`src/rtl/core/bppd_pkg.sv`:
```
// ----------------------------------------------------------------------------
// bppd_pkg
// Shared types and constants for the button press pattern decoder.
// ----------------------------------------------------------------------------
package bppd_pkg;

  localparam int NumButtons = 3;
  localparam int CodeBits   = 2;
  localparam int PatternW   = 8;
  localparam int CntW       = 16;
  localparam int IdxW       = 2;
  localparam int CfgAddrW   = 2;
  localparam int CfgDataW   = 16;

  localparam int InTdataW   = ((NumButtons + 7) / 8) * 8;
  localparam int OutFieldW  = IdxW + PatternW;
  localparam int OutTdataW  = ((OutFieldW + 7) / 8) * 8;

  localparam logic [CntW-1:0] CntMax = {CntW{1'b1}};

  // press code: top bit marks a valid press, bit 0 marks a long one
  localparam logic [CodeBits-1:0] CodeValid = CodeBits'(2);
  localparam logic [CodeBits-1:0] CodeLong  = CodeBits'(1);

  typedef enum logic [CfgAddrW-1:0] {
    REG_GLITCH_TICKS = 2'd0,
    REG_SHORT_TICKS  = 2'd1,
    REG_GAP_TIMEOUT  = 2'd2,
    REG_UNUSED       = 2'd3
  } cfg_reg_e;

  localparam logic [CntW-1:0] GlitchReset  = CntW'(20);
  localparam logic [CntW-1:0] ShortReset   = CntW'(500);
  localparam logic [CntW-1:0] TimeoutReset = CntW'(400);

  typedef struct packed {
    logic [CntW-1:0] glitch_ticks;
    logic [CntW-1:0] short_ticks;
    logic [CntW-1:0] gap_timeout_ticks;
  } cfg_t;

  // set of finished patterns produced by one tick
  typedef struct packed {
    logic [NumButtons-1:0]               mask;
    logic [NumButtons-1:0][PatternW-1:0] pattern;
  } batch_t;

endpackage

```
`src/rtl/core/button_press_pattern_decoder_core.sv`:
```
// ----------------------------------------------------------------------------
// button_press_pattern_decoder_core
// Multi-click pattern decoder: one tick of button levels per transaction,
// emits finished button patterns when their gap timeout runs out.
// ----------------------------------------------------------------------------
// Latency: a tick's results appear the cycle after its transaction.
// Throughput: one tick per cycle while each tick finishes at most one button
// and the output is ready; a tick finishing more than one button holds the input
// while the result register sends them out one per cycle, and an
// output stall holds the input until the pending results are taken.
// Reset: asynchronous, active low; clears all button state and restores the
// register defaults (glitch 20, short 500, gap timeout 400).
module button_press_pattern_decoder_core (
  input  logic                               clk_i,
  input  logic                               rst_ni,
  input  logic                               cfg_we_i,
  input  logic [bppd_pkg::CfgAddrW-1:0]      cfg_addr_i,
  input  logic [bppd_pkg::CfgDataW-1:0]      cfg_wdata_i,
  input  logic                               s_axis_tvalid_i,
  output logic                               s_axis_tready_o,
  input  logic [bppd_pkg::InTdataW-1:0]      s_axis_tdata_i,  // [2:0] levels
  output logic                               m_axis_tvalid_o,
  input  logic                               m_axis_tready_i,
  output logic [bppd_pkg::OutTdataW-1:0]     m_axis_tdata_o,  // [1:0] button_index, [9:2] pattern
  output logic                               m_axis_tlast_o
);

  bppd_pkg::cfg_t   cfg_q;
  bppd_pkg::batch_t batch;
  logic             accept;
  logic             can_load;
  logic [bppd_pkg::NumButtons-1:0] levels;
  logic [bppd_pkg::NumButtons-1:0] fire;
  logic [bppd_pkg::NumButtons-1:0][bppd_pkg::PatternW-1:0] btn_pat;

  always_ff @(posedge clk_i or negedge rst_ni) begin
    if (!rst_ni) begin
      cfg_q.glitch_ticks      <= bppd_pkg::GlitchReset;
      cfg_q.short_ticks       <= bppd_pkg::ShortReset;
      cfg_q.gap_timeout_ticks <= bppd_pkg::TimeoutReset;
    end else if (cfg_we_i) begin
      unique case (bppd_pkg::cfg_reg_e'(cfg_addr_i))
        bppd_pkg::REG_GLITCH_TICKS: cfg_q.glitch_ticks      <= cfg_wdata_i;
        bppd_pkg::REG_SHORT_TICKS:  cfg_q.short_ticks       <= cfg_wdata_i;
        bppd_pkg::REG_GAP_TIMEOUT:  cfg_q.gap_timeout_ticks <= cfg_wdata_i;
        default: ;
      endcase
    end
  end

  assign s_axis_tready_o = can_load;
  assign accept          = s_axis_tvalid_i && can_load;
  assign levels          = s_axis_tdata_i[bppd_pkg::NumButtons-1:0];

  for (genvar b = 0; b < bppd_pkg::NumButtons; b++) begin : g_btn
    bppd_btn u_btn (
      .clk_i     (clk_i),
      .rst_ni    (rst_ni),
      .cfg_i     (cfg_q),
      .tick_i    (accept),
      .level_i   (levels[b]),
      .fire_o    (fire[b]),
      .pattern_o (btn_pat[b])
    );
  end

  assign batch = {fire, btn_pat};

  bppd_out u_out (
    .clk_i           (clk_i),
    .rst_ni          (rst_ni),
    .load_i          (accept && (batch.mask != '0)),
    .batch_i         (batch),
    .can_load_o      (can_load),
    .m_axis_tvalid_o (m_axis_tvalid_o),
    .m_axis_tready_i (m_axis_tready_i),
    .m_axis_tdata_o  (m_axis_tdata_o),
    .m_axis_tlast_o  (m_axis_tlast_o)
  );

endmodule

```
`src/rtl/core/bppd_btn.sv`:
```
// ----------------------------------------------------------------------------
// bppd_btn
// Per-button tracker: press timing, pattern shift register, gap timeout.
// ----------------------------------------------------------------------------
module bppd_btn (
  input  logic                            clk_i,
  input  logic                            rst_ni,
  input  bppd_pkg::cfg_t                  cfg_i,
  input  logic                            tick_i,
  input  logic                            level_i,
  output logic                            fire_o,
  output logic [bppd_pkg::PatternW-1:0]   pattern_o
);

  logic                          pressed_q, pressed_d;
  logic                          armed_q, armed_d;
  logic [bppd_pkg::CntW-1:0]     press_len_q, press_len_d;
  logic [bppd_pkg::CntW-1:0]     gap_cnt_q, gap_cnt_d;
  logic [bppd_pkg::PatternW-1:0] pattern_q, pattern_d;

  logic [bppd_pkg::CntW-1:0]     press_len_inc;
  logic [bppd_pkg::CntW-1:0]     gap_cnt_inc;
  logic [bppd_pkg::CodeBits-1:0] code;
  logic                          fire;

  assign press_len_inc = (press_len_q == bppd_pkg::CntMax) ? press_len_q
                                                           : press_len_q + 1'b1;
  assign gap_cnt_inc   = (gap_cnt_q == bppd_pkg::CntMax) ? gap_cnt_q
                                                         : gap_cnt_q + 1'b1;

  assign code = (press_len_q < cfg_i.short_ticks) ? bppd_pkg::CodeValid
              : (bppd_pkg::CodeValid | bppd_pkg::CodeLong);

  // timeout expires on an idle tick; a zero timeout acts as one
  assign fire = !pressed_q && !level_i && armed_q &&
                (gap_cnt_inc >= cfg_i.gap_timeout_ticks);

  assign fire_o    = fire;
  assign pattern_o = pattern_q;

  always_comb begin
    pressed_d   = pressed_q;
    armed_d     = armed_q;
    press_len_d = press_len_q;
    gap_cnt_d   = gap_cnt_q;
    pattern_d   = pattern_q;
    if (tick_i) begin
      if (!pressed_q && level_i) begin
        pressed_d   = 1'b1;
        press_len_d = bppd_pkg::CntW'(1);
        armed_d     = 1'b0;
        gap_cnt_d   = '0;
      end else if (pressed_q && !level_i) begin
        pressed_d   = 1'b0;
        press_len_d = '0;
        if (press_len_q > cfg_i.glitch_ticks) begin
          pattern_d = {pattern_q[bppd_pkg::PatternW-bppd_pkg::CodeBits-1:0], code};
        end
        armed_d   = 1'b1;
        gap_cnt_d = '0;
      end else if (pressed_q) begin
        press_len_d = press_len_inc;
      end else if (armed_q) begin
        if (fire) begin
          pattern_d = '0;
          armed_d   = 1'b0;
          gap_cnt_d = '0;
        end else begin
          gap_cnt_d = gap_cnt_inc;
        end
      end
    end
  end

  always_ff @(posedge clk_i or negedge rst_ni) begin
    if (!rst_ni) begin
      pressed_q   <= 1'b0;
      armed_q     <= 1'b0;
      press_len_q <= '0;
      gap_cnt_q   <= '0;
      pattern_q   <= '0;
    end else begin
      pressed_q   <= pressed_d;
      armed_q     <= armed_d;
      press_len_q <= press_len_d;
      gap_cnt_q   <= gap_cnt_d;
      pattern_q   <= pattern_d;
    end
  end

  a_fire_clears: assert property (@(posedge clk_i) disable iff (!rst_ni)
    tick_i && fire |=> !armed_q && (pattern_q == '0) && (gap_cnt_q == '0))
    else $error("pattern not cleared after emission");

  a_press_starts: assert property (@(posedge clk_i) disable iff (!rst_ni)
    tick_i && !pressed_q && level_i |=> pressed_q && !armed_q &&
    (press_len_q == bppd_pkg::CntW'(1)))
    else $error("press edge did not start timing");

  a_len_nonzero: assert property (@(posedge clk_i) disable iff (!rst_ni)
    pressed_q |-> (press_len_q != '0) && !armed_q)
    else $error("press length zero or timeout armed while pressed");

endmodule

```
`src/rtl/core/bppd_out.sv`:
```
// ----------------------------------------------------------------------------
// bppd_out
// Result register: holds one tick's finished patterns and sends them out
// one transaction at a time, lowest button first.
// ----------------------------------------------------------------------------
module bppd_out (
  input  logic                           clk_i,
  input  logic                           rst_ni,
  input  logic                           load_i,
  input  bppd_pkg::batch_t               batch_i,
  output logic                           can_load_o,
  output logic                           m_axis_tvalid_o,
  input  logic                           m_axis_tready_i,
  output logic [bppd_pkg::OutTdataW-1:0] m_axis_tdata_o,  // [1:0] button_index, [9:2] pattern
  output logic                           m_axis_tlast_o
);

  logic [bppd_pkg::NumButtons-1:0]                        pend_q, pend_d;
  logic [bppd_pkg::NumButtons-1:0][bppd_pkg::PatternW-1:0] pat_q;

  logic [bppd_pkg::NumButtons-1:0] sel;
  logic [bppd_pkg::IdxW-1:0]       sel_idx;
  logic [bppd_pkg::PatternW-1:0]   sel_pat;
  logic                            found;
  logic                            pop;
  logic                            last;

  always_comb begin
    sel     = '0;
    sel_idx = '0;
    sel_pat = '0;
    found   = 1'b0;
    for (int b = 0; b < bppd_pkg::NumButtons; b++) begin
      if (pend_q[b] && !found) begin
        found   = 1'b1;
        sel[b]  = 1'b1;
        sel_idx = bppd_pkg::IdxW'(b);
        sel_pat = pat_q[b];
      end
    end
  end

  assign last       = ((pend_q & ~sel) == '0);
  assign pop        = m_axis_tvalid_o && m_axis_tready_i;
  assign can_load_o = (pend_q == '0) || (pop && last);

  assign m_axis_tvalid_o = found;
  assign m_axis_tlast_o  = last;
  assign m_axis_tdata_o  = bppd_pkg::OutTdataW'({sel_pat, sel_idx});

  always_comb begin
    pend_d = pend_q;
    if (pop) begin
      pend_d = pend_q & ~sel;
    end
    if (load_i) begin
      pend_d = batch_i.mask;
    end
  end

  always_ff @(posedge clk_i or negedge rst_ni) begin
    if (!rst_ni) begin
      pend_q <= '0;
    end else begin
      pend_q <= pend_d;
    end
  end

  always_ff @(posedge clk_i) begin
    if (load_i) begin
      pat_q <= batch_i.pattern;
    end
  end

  a_no_overwrite: assert property (@(posedge clk_i) disable iff (!rst_ni)
    load_i |-> (pend_q == '0) || (pop && $onehot(pend_q)))
    else $error("result batch overwritten before drained");

  a_pop_one: assert property (@(posedge clk_i) disable iff (!rst_ni)
    pop && !load_i |=> $countones(pend_q) == $countones($past(pend_q)) - 1)
    else $error("pop did not retire exactly one result");

  a_hold: assert property (@(posedge clk_i) disable iff (!rst_ni)
    m_axis_tvalid_o && !m_axis_tready_i |=> $stable(pend_q))
    else $error("pending results changed while stalled");

endmodule

```
`config.mk`:
```
export PLATFORM = sky130hd
export DESIGN_NAME = button_press_pattern_decoder_core
export DESIGN_NICKNAME = d
export VERILOG_FILES = /design/src/rtl/core/bppd_pkg.sv /design/src/rtl/core/button_press_pattern_decoder_core.sv /design/src/rtl/core/bppd_btn.sv /design/src/rtl/core/bppd_out.sv
export SDC_FILE = /design/constraint.sdc
export NUM_CORES = 1
export LEC_CHECK = 0
export BUFFER_PORTS_ARGS = -buffer_cell sky130_fd_sc_hd__clkbuf_2
export CORE_MARGIN = 2
export CORE_UTILIZATION = 60
export CTS_CLUSTER_SIZE = 12
export DETAILED_ROUTE_END_ITERATION = 8
export HOLD_SLACK_MARGIN = 0.06
export PLACE_DENSITY = 0.8
export SLEW_MARGIN = 20
export SYNTH_ARGS = -nofsm -noshare
export SYNTH_HDL_FRONTEND = slang
export SYNTH_SLANG_ARGS = --single-unit
```
`constraint.sdc`:
```
create_clock -name clk_i -period 5.9 [get_ports clk_i]
set_input_delay 0.59 -clock clk_i [delete_from_list [all_inputs] [get_ports clk_i]]
set_output_delay 0.59 -clock clk_i [all_outputs]
set_load 0.005 [all_outputs]
```
# Word level (Yosys, flattened, before mapping)
# Cells that the tools add are included.
# word_totals
reg_bits,201
out_inout_bits,19
elab_cells,211
# op_classes
n_addsub,6
order_cmp,9
n_eq_ne,20
muxes,81
bitwise_logic,5
n_reduce_logical,68
# op_table
op,count
$mux 16,30
$mux 8,18
$add 16x1->16 const B,6
$eq 16x16->1 const B,6
$ge 16x16->1,3
$gt 16x16->1,3
$lt 16x16->1,3
$mux 1,30
$logic_and 1x1->1,21
$reduce_bool 3->1,7
$reduce_bool 2->1,10
$ne 3x3->1 const B,6
$reduce_and 2->1,9
$reduce_and 3->1,6
$reduce_and 6->1,3
$ne 2x2->1 const B,6
$logic_not 1->1,8
$logic_not 3->1,2
$mux 3,2
$and 3x3->3,1
$not 1->1,3
$not 3->3,1
$eq 2x1->1 const B,1
$eq 2x2->1 const B,1
3 further kinds,3

# Longest topological paths before layout
# logic_depth
word_depth,15
depth_mapped,17
ltp_nobuf,15

# Hierarchy
# A second synthesis with hierarchy kept.
# hier_totals
cells_unflattened,1469
area_unflattened_um2,13954.6
# by_module_without_submodules
mod,instances,cells_per_inst,area_per_inst_um2,seq_area_each_um2
bppd_btn at g_btn[0].u_btn ...,2,425,3584.7,1051.0
bppd_btn at g_btn[2].u_btn,1,432,3701.0,1051.0
button_press_pattern_decoder_core,1,104,1844.3,1214.9
bppd_out,1,83,1239.9,795.8

# Least setup slack after synthesis
# No wires, ideal clock.
# synth_timing
path_kind,register -> register
from,register g_btn[2].u_btn.gap_cnt_q[8] (netlist bit)
to,register u_out.pat_q[0] (netlist bit) (enable)
t_arrival_ns,4.083
setup_slack_ns,1.397
stages_incl_launch_ff,13
n_path_buf,0
period_less_slack_ns,4.503
path_cell_list,dfrtp_1 -> and4_1 -> nand4_1 -> o21bai_1 -> nor3_1 -> xor2_1 -> ha_1 -> and4_1 -> nand2_1 -> or4_1 -> a31oi_4 -> inv_1 -> a31oi_1
# synth_via
elab_chain_len,6
elab_cells_between_ends,7
classes_between,1 x add/sub; 1 x order compare; 1 x eq/ne; 1 x mux; 3 x reduce/logical
# synth_lines
element,line,text
from (decl),bppd_btn.sv:18,"logic [bppd_pkg::CntW-1:0] gap_cnt_q, gap_cnt_d;"
from (signal assigned),bppd_btn.sv:86,gap_cnt_q <= gap_cnt_d;
$add 16x1->16 or $eq 16x16->1 (tied branches),"bppd_btn.sv:29, bppd_btn.sv:28",
$mux 16 (*),bppd_btn.sv:28,assign gap_cnt_inc = (gap_cnt_q == bppd_pkg::CntMax) ? gap_cnt_q
$ge 16x16->1 (*),bppd_btn.sv:36,(gap_cnt_inc >= cfg_i.gap_timeout_ticks);
$logic_and 1x1->1 (*),bppd_btn.sv:35,assign fire = !pressed_q && !level_i && armed_q &&
$reduce_bool 3->1 (*),button_press_pattern_decoder_core.sv:72,".load_i (accept && (batch.mask != '0)),"
$logic_and 1x1->1 (*),button_press_pattern_decoder_core.sv:72,
via u_out.load_i,bppd_out.sv:9,"input logic load_i,"
to (signal assigned),bppd_out.sv:71,pat_q <= batch_i.pattern;
to (decl),bppd_out.sv:19,logic [bppd_pkg::NumButtons-1:0][bppd_pkg::PatternW-1:0] pat_q;
# The timed path passes the listed nets; every way through them passes the cells marked *.
# A chain may end at the register's enable or synchronous reset.

# Worst setup path in the final report
# layout_timing
from,register g_btn[0].u_btn.gap_cnt_q[4] (netlist bit)
to,register g_btn[0].u_btn.gap_cnt_q[9] (netlist bit)
# layout_via
elab_chain_len,9
elab_cells_between_ends,10
classes_between,1 x add/sub; 1 x order compare; 1 x eq/ne; 6 x mux; 1 x reduce/logical
# layout_lines
element,line,text
from (decl),bppd_btn.sv:18,
from (signal assigned),bppd_btn.sv:86,
$add 16x1->16 or $eq 16x16->1 (tied branches),"bppd_btn.sv:29, bppd_btn.sv:28",
$mux 16 (*),bppd_btn.sv:28,
$ge 16x16->1,bppd_btn.sv:36,
$logic_and 1x1->1,bppd_btn.sv:35,
$mux 16 (*),bppd_btn.sv:64,if (fire) begin
$mux 16 (*),bppd_btn.sv:63,end else if (armed_q) begin
$mux 16 (*),bppd_btn.sv:61,end else if (pressed_q) begin
$mux 16 (*),bppd_btn.sv:53,end else if (pressed_q && !level_i) begin
$mux 16 (*),bppd_btn.sv:48,if (!pressed_q && level_i) begin
# Mark *: on every way between the ends. The rest lies on a longest branch, timed or not. The select of a mux whose other input is x is not followed.

==> summary.txt <==
Outcome
  • Run status: complete, no violations

Drt
  • Vias per cell: 6.353
  • ANT nets after route: 0
  • WL/cell: roughly 19 um
  • Initial drt markers: between 1,000 and 1,500
  • Routed Wire Length: about 33 mm
  • Vias: ~11,000
  • # DRC: 0
  • First-pass DRT Iterations: 5

Synth
  • Simple-gate share of the synthesized area: between 10% and 20%
  • Synth Instances: roughly 1,400
  • Post-Synth Adder-Cell Area: between 10% and 20%
  • Post-synth EDFFs: 24
  • Asr flop ratio synth: 88.06%
  • Syn Area/Cell: a little over 9 um2
  • Flop and latch count out of synthesis: ~200
  • Synth Area in Compound Gates: about 18%
  • Ys Warns: 0
  • Dominant register cell in the synthesized netlist: dfrtp_1
  • Synth unique cells: slightly below 70
  • Mux cell area share after synthesis: about 4.2%
  • XOR/XNOR Fraction of Synth Area: under 10%
  • Post-Syn Area: ~13,000 um2
  • Main combinational cell family by area after synthesis: simple AND/OR/NAND/NOR gates
  • Post-synthesis sequential area ratio: 38.83%

Clock network
  • Clk sinks: between 200 and 250
  • Post-CTS resize count: 0
  • H-tree Lvls: 1
  • TritonCTS clock tree: yes
  • Clock tree root driver cell: clkbuf_16
  • Max Buffers Root-to-Sink: 3
  • Clock-pin transition on the worst setup and hold timing paths: around 0.06 ns
  • Worst skew pair latency: ~0.52 ns
  • CTS buffer count: 24

Setup path
  • Crit-path max cell delay: around 0.55 ns
  • R2R setup slack: ~1.7 ns
  • FF-to-FF path depth: 15
  • Worst path cell trace: and4_1, nand3_1, nor4_1, nor2_1, nand3_1, nand2_1, ha_1, a21o_1, nand3_1, o2111ai_1, a211o_1, a31oi_2, buf_4, nand2_1, o22ai_1
  • CP max FO: 17
  • Crit Reg-Reg Endpoint: g_btn[0].u_btn.gap_cnt_q[9]$_DFFE_PN0P_
  • R2R Path Start: g_btn[0].u_btn.gap_cnt_q[4]$_DFFE_PN0P_
  • WP depth: 15
  • Critical path capture point type: flop
  • CP arrival: around 4.7 ns
  • Worst path most repeated cell: nand3_1
  • Slowest stage cell, crit path: nor4_1
  • CP Buf/Inv Count: 1
  • CP Data Required Time: 6.33 ns
  • CP top delay family: simple AND/OR/NAND/NOR gates
  • Kind of critical path: reg2reg
  • CP Launch Type: flop

Finish
  • Share of cells above drive strength 1: 10.34%
  • FF+latch area: 5164 um2
  • Util after Layout: between 60% and 70%
  • Design area: between 10,000 and 15,000 um2
  • # diodes: 0
  • Most frequent cells in the layout: dfrtp_1 (166), ha_1 (162), o21ai_0 (160)
  • Syn-to-layout area delta: 9.041%
  • Nets: 1,666
  • Most common cell after layout, fill and taps aside: dfrtp_1
  • Fillers: roughly 1,700
  • Multi-input gate area: approximately 7600 um2

Place
  • Detailed Place HPWL: ~24 mm
  • Pre-CTS WS: roughly 1.7 ns
  • Routability cong.: approximately 0.95
  • Dpl cell area: roughly 14,000 um2
  • # port buffers: 38

Timing
  • Finish-stage setup viols: 0
  • Worst-Margin Slew: 1.098 ns
  • Final Max Slew Viols: 0
  • Worst hold margin: ~0.31 ns
  • Fmax achieved: about 240 MHz
  • Worst relative slew slack: approximately a quarter
  • Tcrit/Tclk final: between 70% and 80%
  • Final WS setup: ~1.7 ns
  • Setup TNS: 0 ns
  • Final hold violations: 0
  • Clk_skew: approximately 0.011 ns
  • Tmin final: about 4.2 ns
  • RSZ-0062 raised after global routing: no

Die
  • Die area: approximately 23,000 um2
  • CORE AREA: between 20,000 and 25,000 um2
  • Width of the die: about 150 um
  • I/O pin count: 50
  • Row Count: between 50 and 60
  • Chip height: about 150 um
  • Initial Utilization: around three fifths

Global routing
  • Vias in the first global route: about 11,000
  • GRT Util Overall: roughly 29%
  • Largest net degree at the start of global routing: 67
  • Initial antenna violation count: 0
  • Gr ovfl total: 0
  • First-pass GRT wire length: approximately 55 mm

Min path
  • Min-Delay Startpoint: cfg_wdata_i[2]
  • WHS Endpoint: cfg_q[34]$_DFFE_PN1P_
  • Worst hold path type: in2reg
  • Worst hold stages: 3

Power and ir drop
  • Peak supply drop: between 0.2 and 0.3 mV
  • Seq pwr share: 37.9%
  • PwrDens: 317.3 nW/um2
  • Sw power: around 1700 uW
  • Part of the power in the clock network: between 30% and 40%
  • Combinational fraction of design power: a little under a third
  • Leak Pwr: 0.006777 uW
  • P_int: between 2000 and 3000 uW
  • Switching share of power: 36.04%

Flow run
  • Maxcap violations: 0
-- power by group through the flow --
stage	clock network [uW]	logic [uW]	registers, uW
2_1_floorplan	0	1050	1690
3_3_place_gp	0	1330	1750
3_5_place_dp	0	1390	1760
4_1_cts	1440	1410	1740
5_1_grt	1490	1610	1770
6_report	1430	1430	1740
-- worst min-delay path, stage by stage --
cell and delay (ns):
clkbuf_2 0.10, nand2_1 0.05, o21ai_0 0.07
-- routing by layer --
metal	routed length (um)	vias up	global-route usage, %
li1	-	5322	-
met1	14490	5439	39.74
met2	15270	386	46.30
met3	2151	91	4.451
met4	1410	0	11.64
met5	0	-	0
-- sequential cells by signal (all words and copies together), names as in the netlist --
signal / cells
g_btn.u_btn.pattern_o: 24
g_btn.u_btn.armed_q: 3
u_out.pat_q: 24
cfg_q: 48
g_btn.u_btn.press_len_q: 48
g_btn.u_btn.pressed_q: 3
u_out.pend_q: 3
g_btn.u_btn.gap_cnt_q: 48
-- layout make-up --
| type | instances | area share [%] |
|---|---|---|
| well taps | 280 | 2.416 |
| multi-input cells | 1100 | 52.32 |
| clock inverters | 5 | 0.3710 |
| clock buffers | 37 | 4.832 |
| repair buffers | 49 | 1.941 |
| inverters | 97 | 2.511 |
| flip-flops and latches | 201 | 35.61 |
-- cells by family (layout without fill, tap and decap cells) --
kind of cell / Yosys count / after routing
and+or+nand+nor: 473 / 473
AOI/OAI and AO/OA: 385 / 385
DFF: 201 / 201
adders and majority gates: 162 / 162
buffers and inverters: 143 / 188
muxes: 51 / 51
xor gates and xnor gates: 23 / 23
other: 1 / 6
-- synth_stat cells (4+ instances only) --
library cell | number | share of area (%)
o31ai_1 | 5 | 0.28
dfrtp_1 | 166 | 31
inv_1 | 97 | 2.7
nor4_1 | 7 | 0.33
o21a_1 | 16 | 0.90
nor3_1 | 18 | 0.68
o22ai_1 | 10 | 0.47
a22o_1 | 21 | 1.4
nand3_1 | 56 | 2.1
and2_1 | 10 | 0.47
edfxtp_1 | 24 | 5.4
and4_1 | 13 | 0.86
o21ai_0 | 160 | 6.0
dfstp_2 | 11 | 2.2
ha_1 | 162 | 15
or4_1 | 9 | 0.51
nand3b_1 | 6 | 0.34
and3_1 | 33 | 1.6
nor2_1 | 81 | 2.3
a22oi_1 | 9 | 0.51
clkbuf_1 | 27 | 0.76
nand2b_1 | 11 | 0.52
buf_4 | 8 | 0.45
a31oi_1 | 17 | 0.80
a2111oi_0 | 4 | 0.26
or3_1 | 5 | 0.24
a211o_1 | 4 | 0.26
a211oi_1 | 4 | 0.23
nand4_1 | 44 | 2.1
xor2_1 | 6 | 0.40
nand2_1 | 150 | 4.2
mux2i_1 | 14 | 1.1
nor2b_1 | 15 | 0.71
xnor2_1 | 17 | 1.1
a21oi_1 | 81 | 3.0
mux2_2 | 37 | 3.1
or2_2 | 7 | 0.33
a21o_1 | 20 | 1.1
buf_2 | 9 | 0.34
-- worst max path at each step --
stage          slack [ns]                                    start                                      end
4_1_cts              1.69  g_btn[0].u_btn.gap_cnt_q[4]$_DFFE_PN0P_  g_btn[0].u_btn.gap_cnt_q[9]$_DFFE_PN0P_
2_1_floorplan        1.40  g_btn[2].u_btn.gap_cnt_q[8]$_DFFE_PN0P_                 u_out.pat_q[0]$_DFFE_PP_
6_report             1.66  g_btn[0].u_btn.gap_cnt_q[4]$_DFFE_PN0P_  g_btn[0].u_btn.gap_cnt_q[9]$_DFFE_PN0P_
3_3_place_gp         1.83  g_btn[2].u_btn.gap_cnt_q[8]$_DFFE_PN0P_                 u_out.pat_q[4]$_DFFE_PP_
3_5_place_dp         1.75  g_btn[2].u_btn.gap_cnt_q[6]$_DFFE_PN0P_                 u_out.pat_q[6]$_DFFE_PP_
5_1_grt              1.38  g_btn[0].u_btn.gap_cnt_q[4]$_DFFE_PN0P_  g_btn[0].u_btn.gap_cnt_q[9]$_DFFE_PN0P_
-- repair_timing --
item,in CTS,in global routing
endpoints found under the hold margin,48,0
hold buffers,1,0
setup endpoints to repair,0,0
setup buffers,0,0
-- stage by stage --
step	total power, uW	cells
6_report	4601	1769
5_1_grt	4870	1769
4_1_cts	4586	1769
3_5_place_dp	3148	1726
3_3_place_gp	3081	1726
2_1_floorplan	2745	1444
No activity file was read; power rests on OpenSTA's default activity.
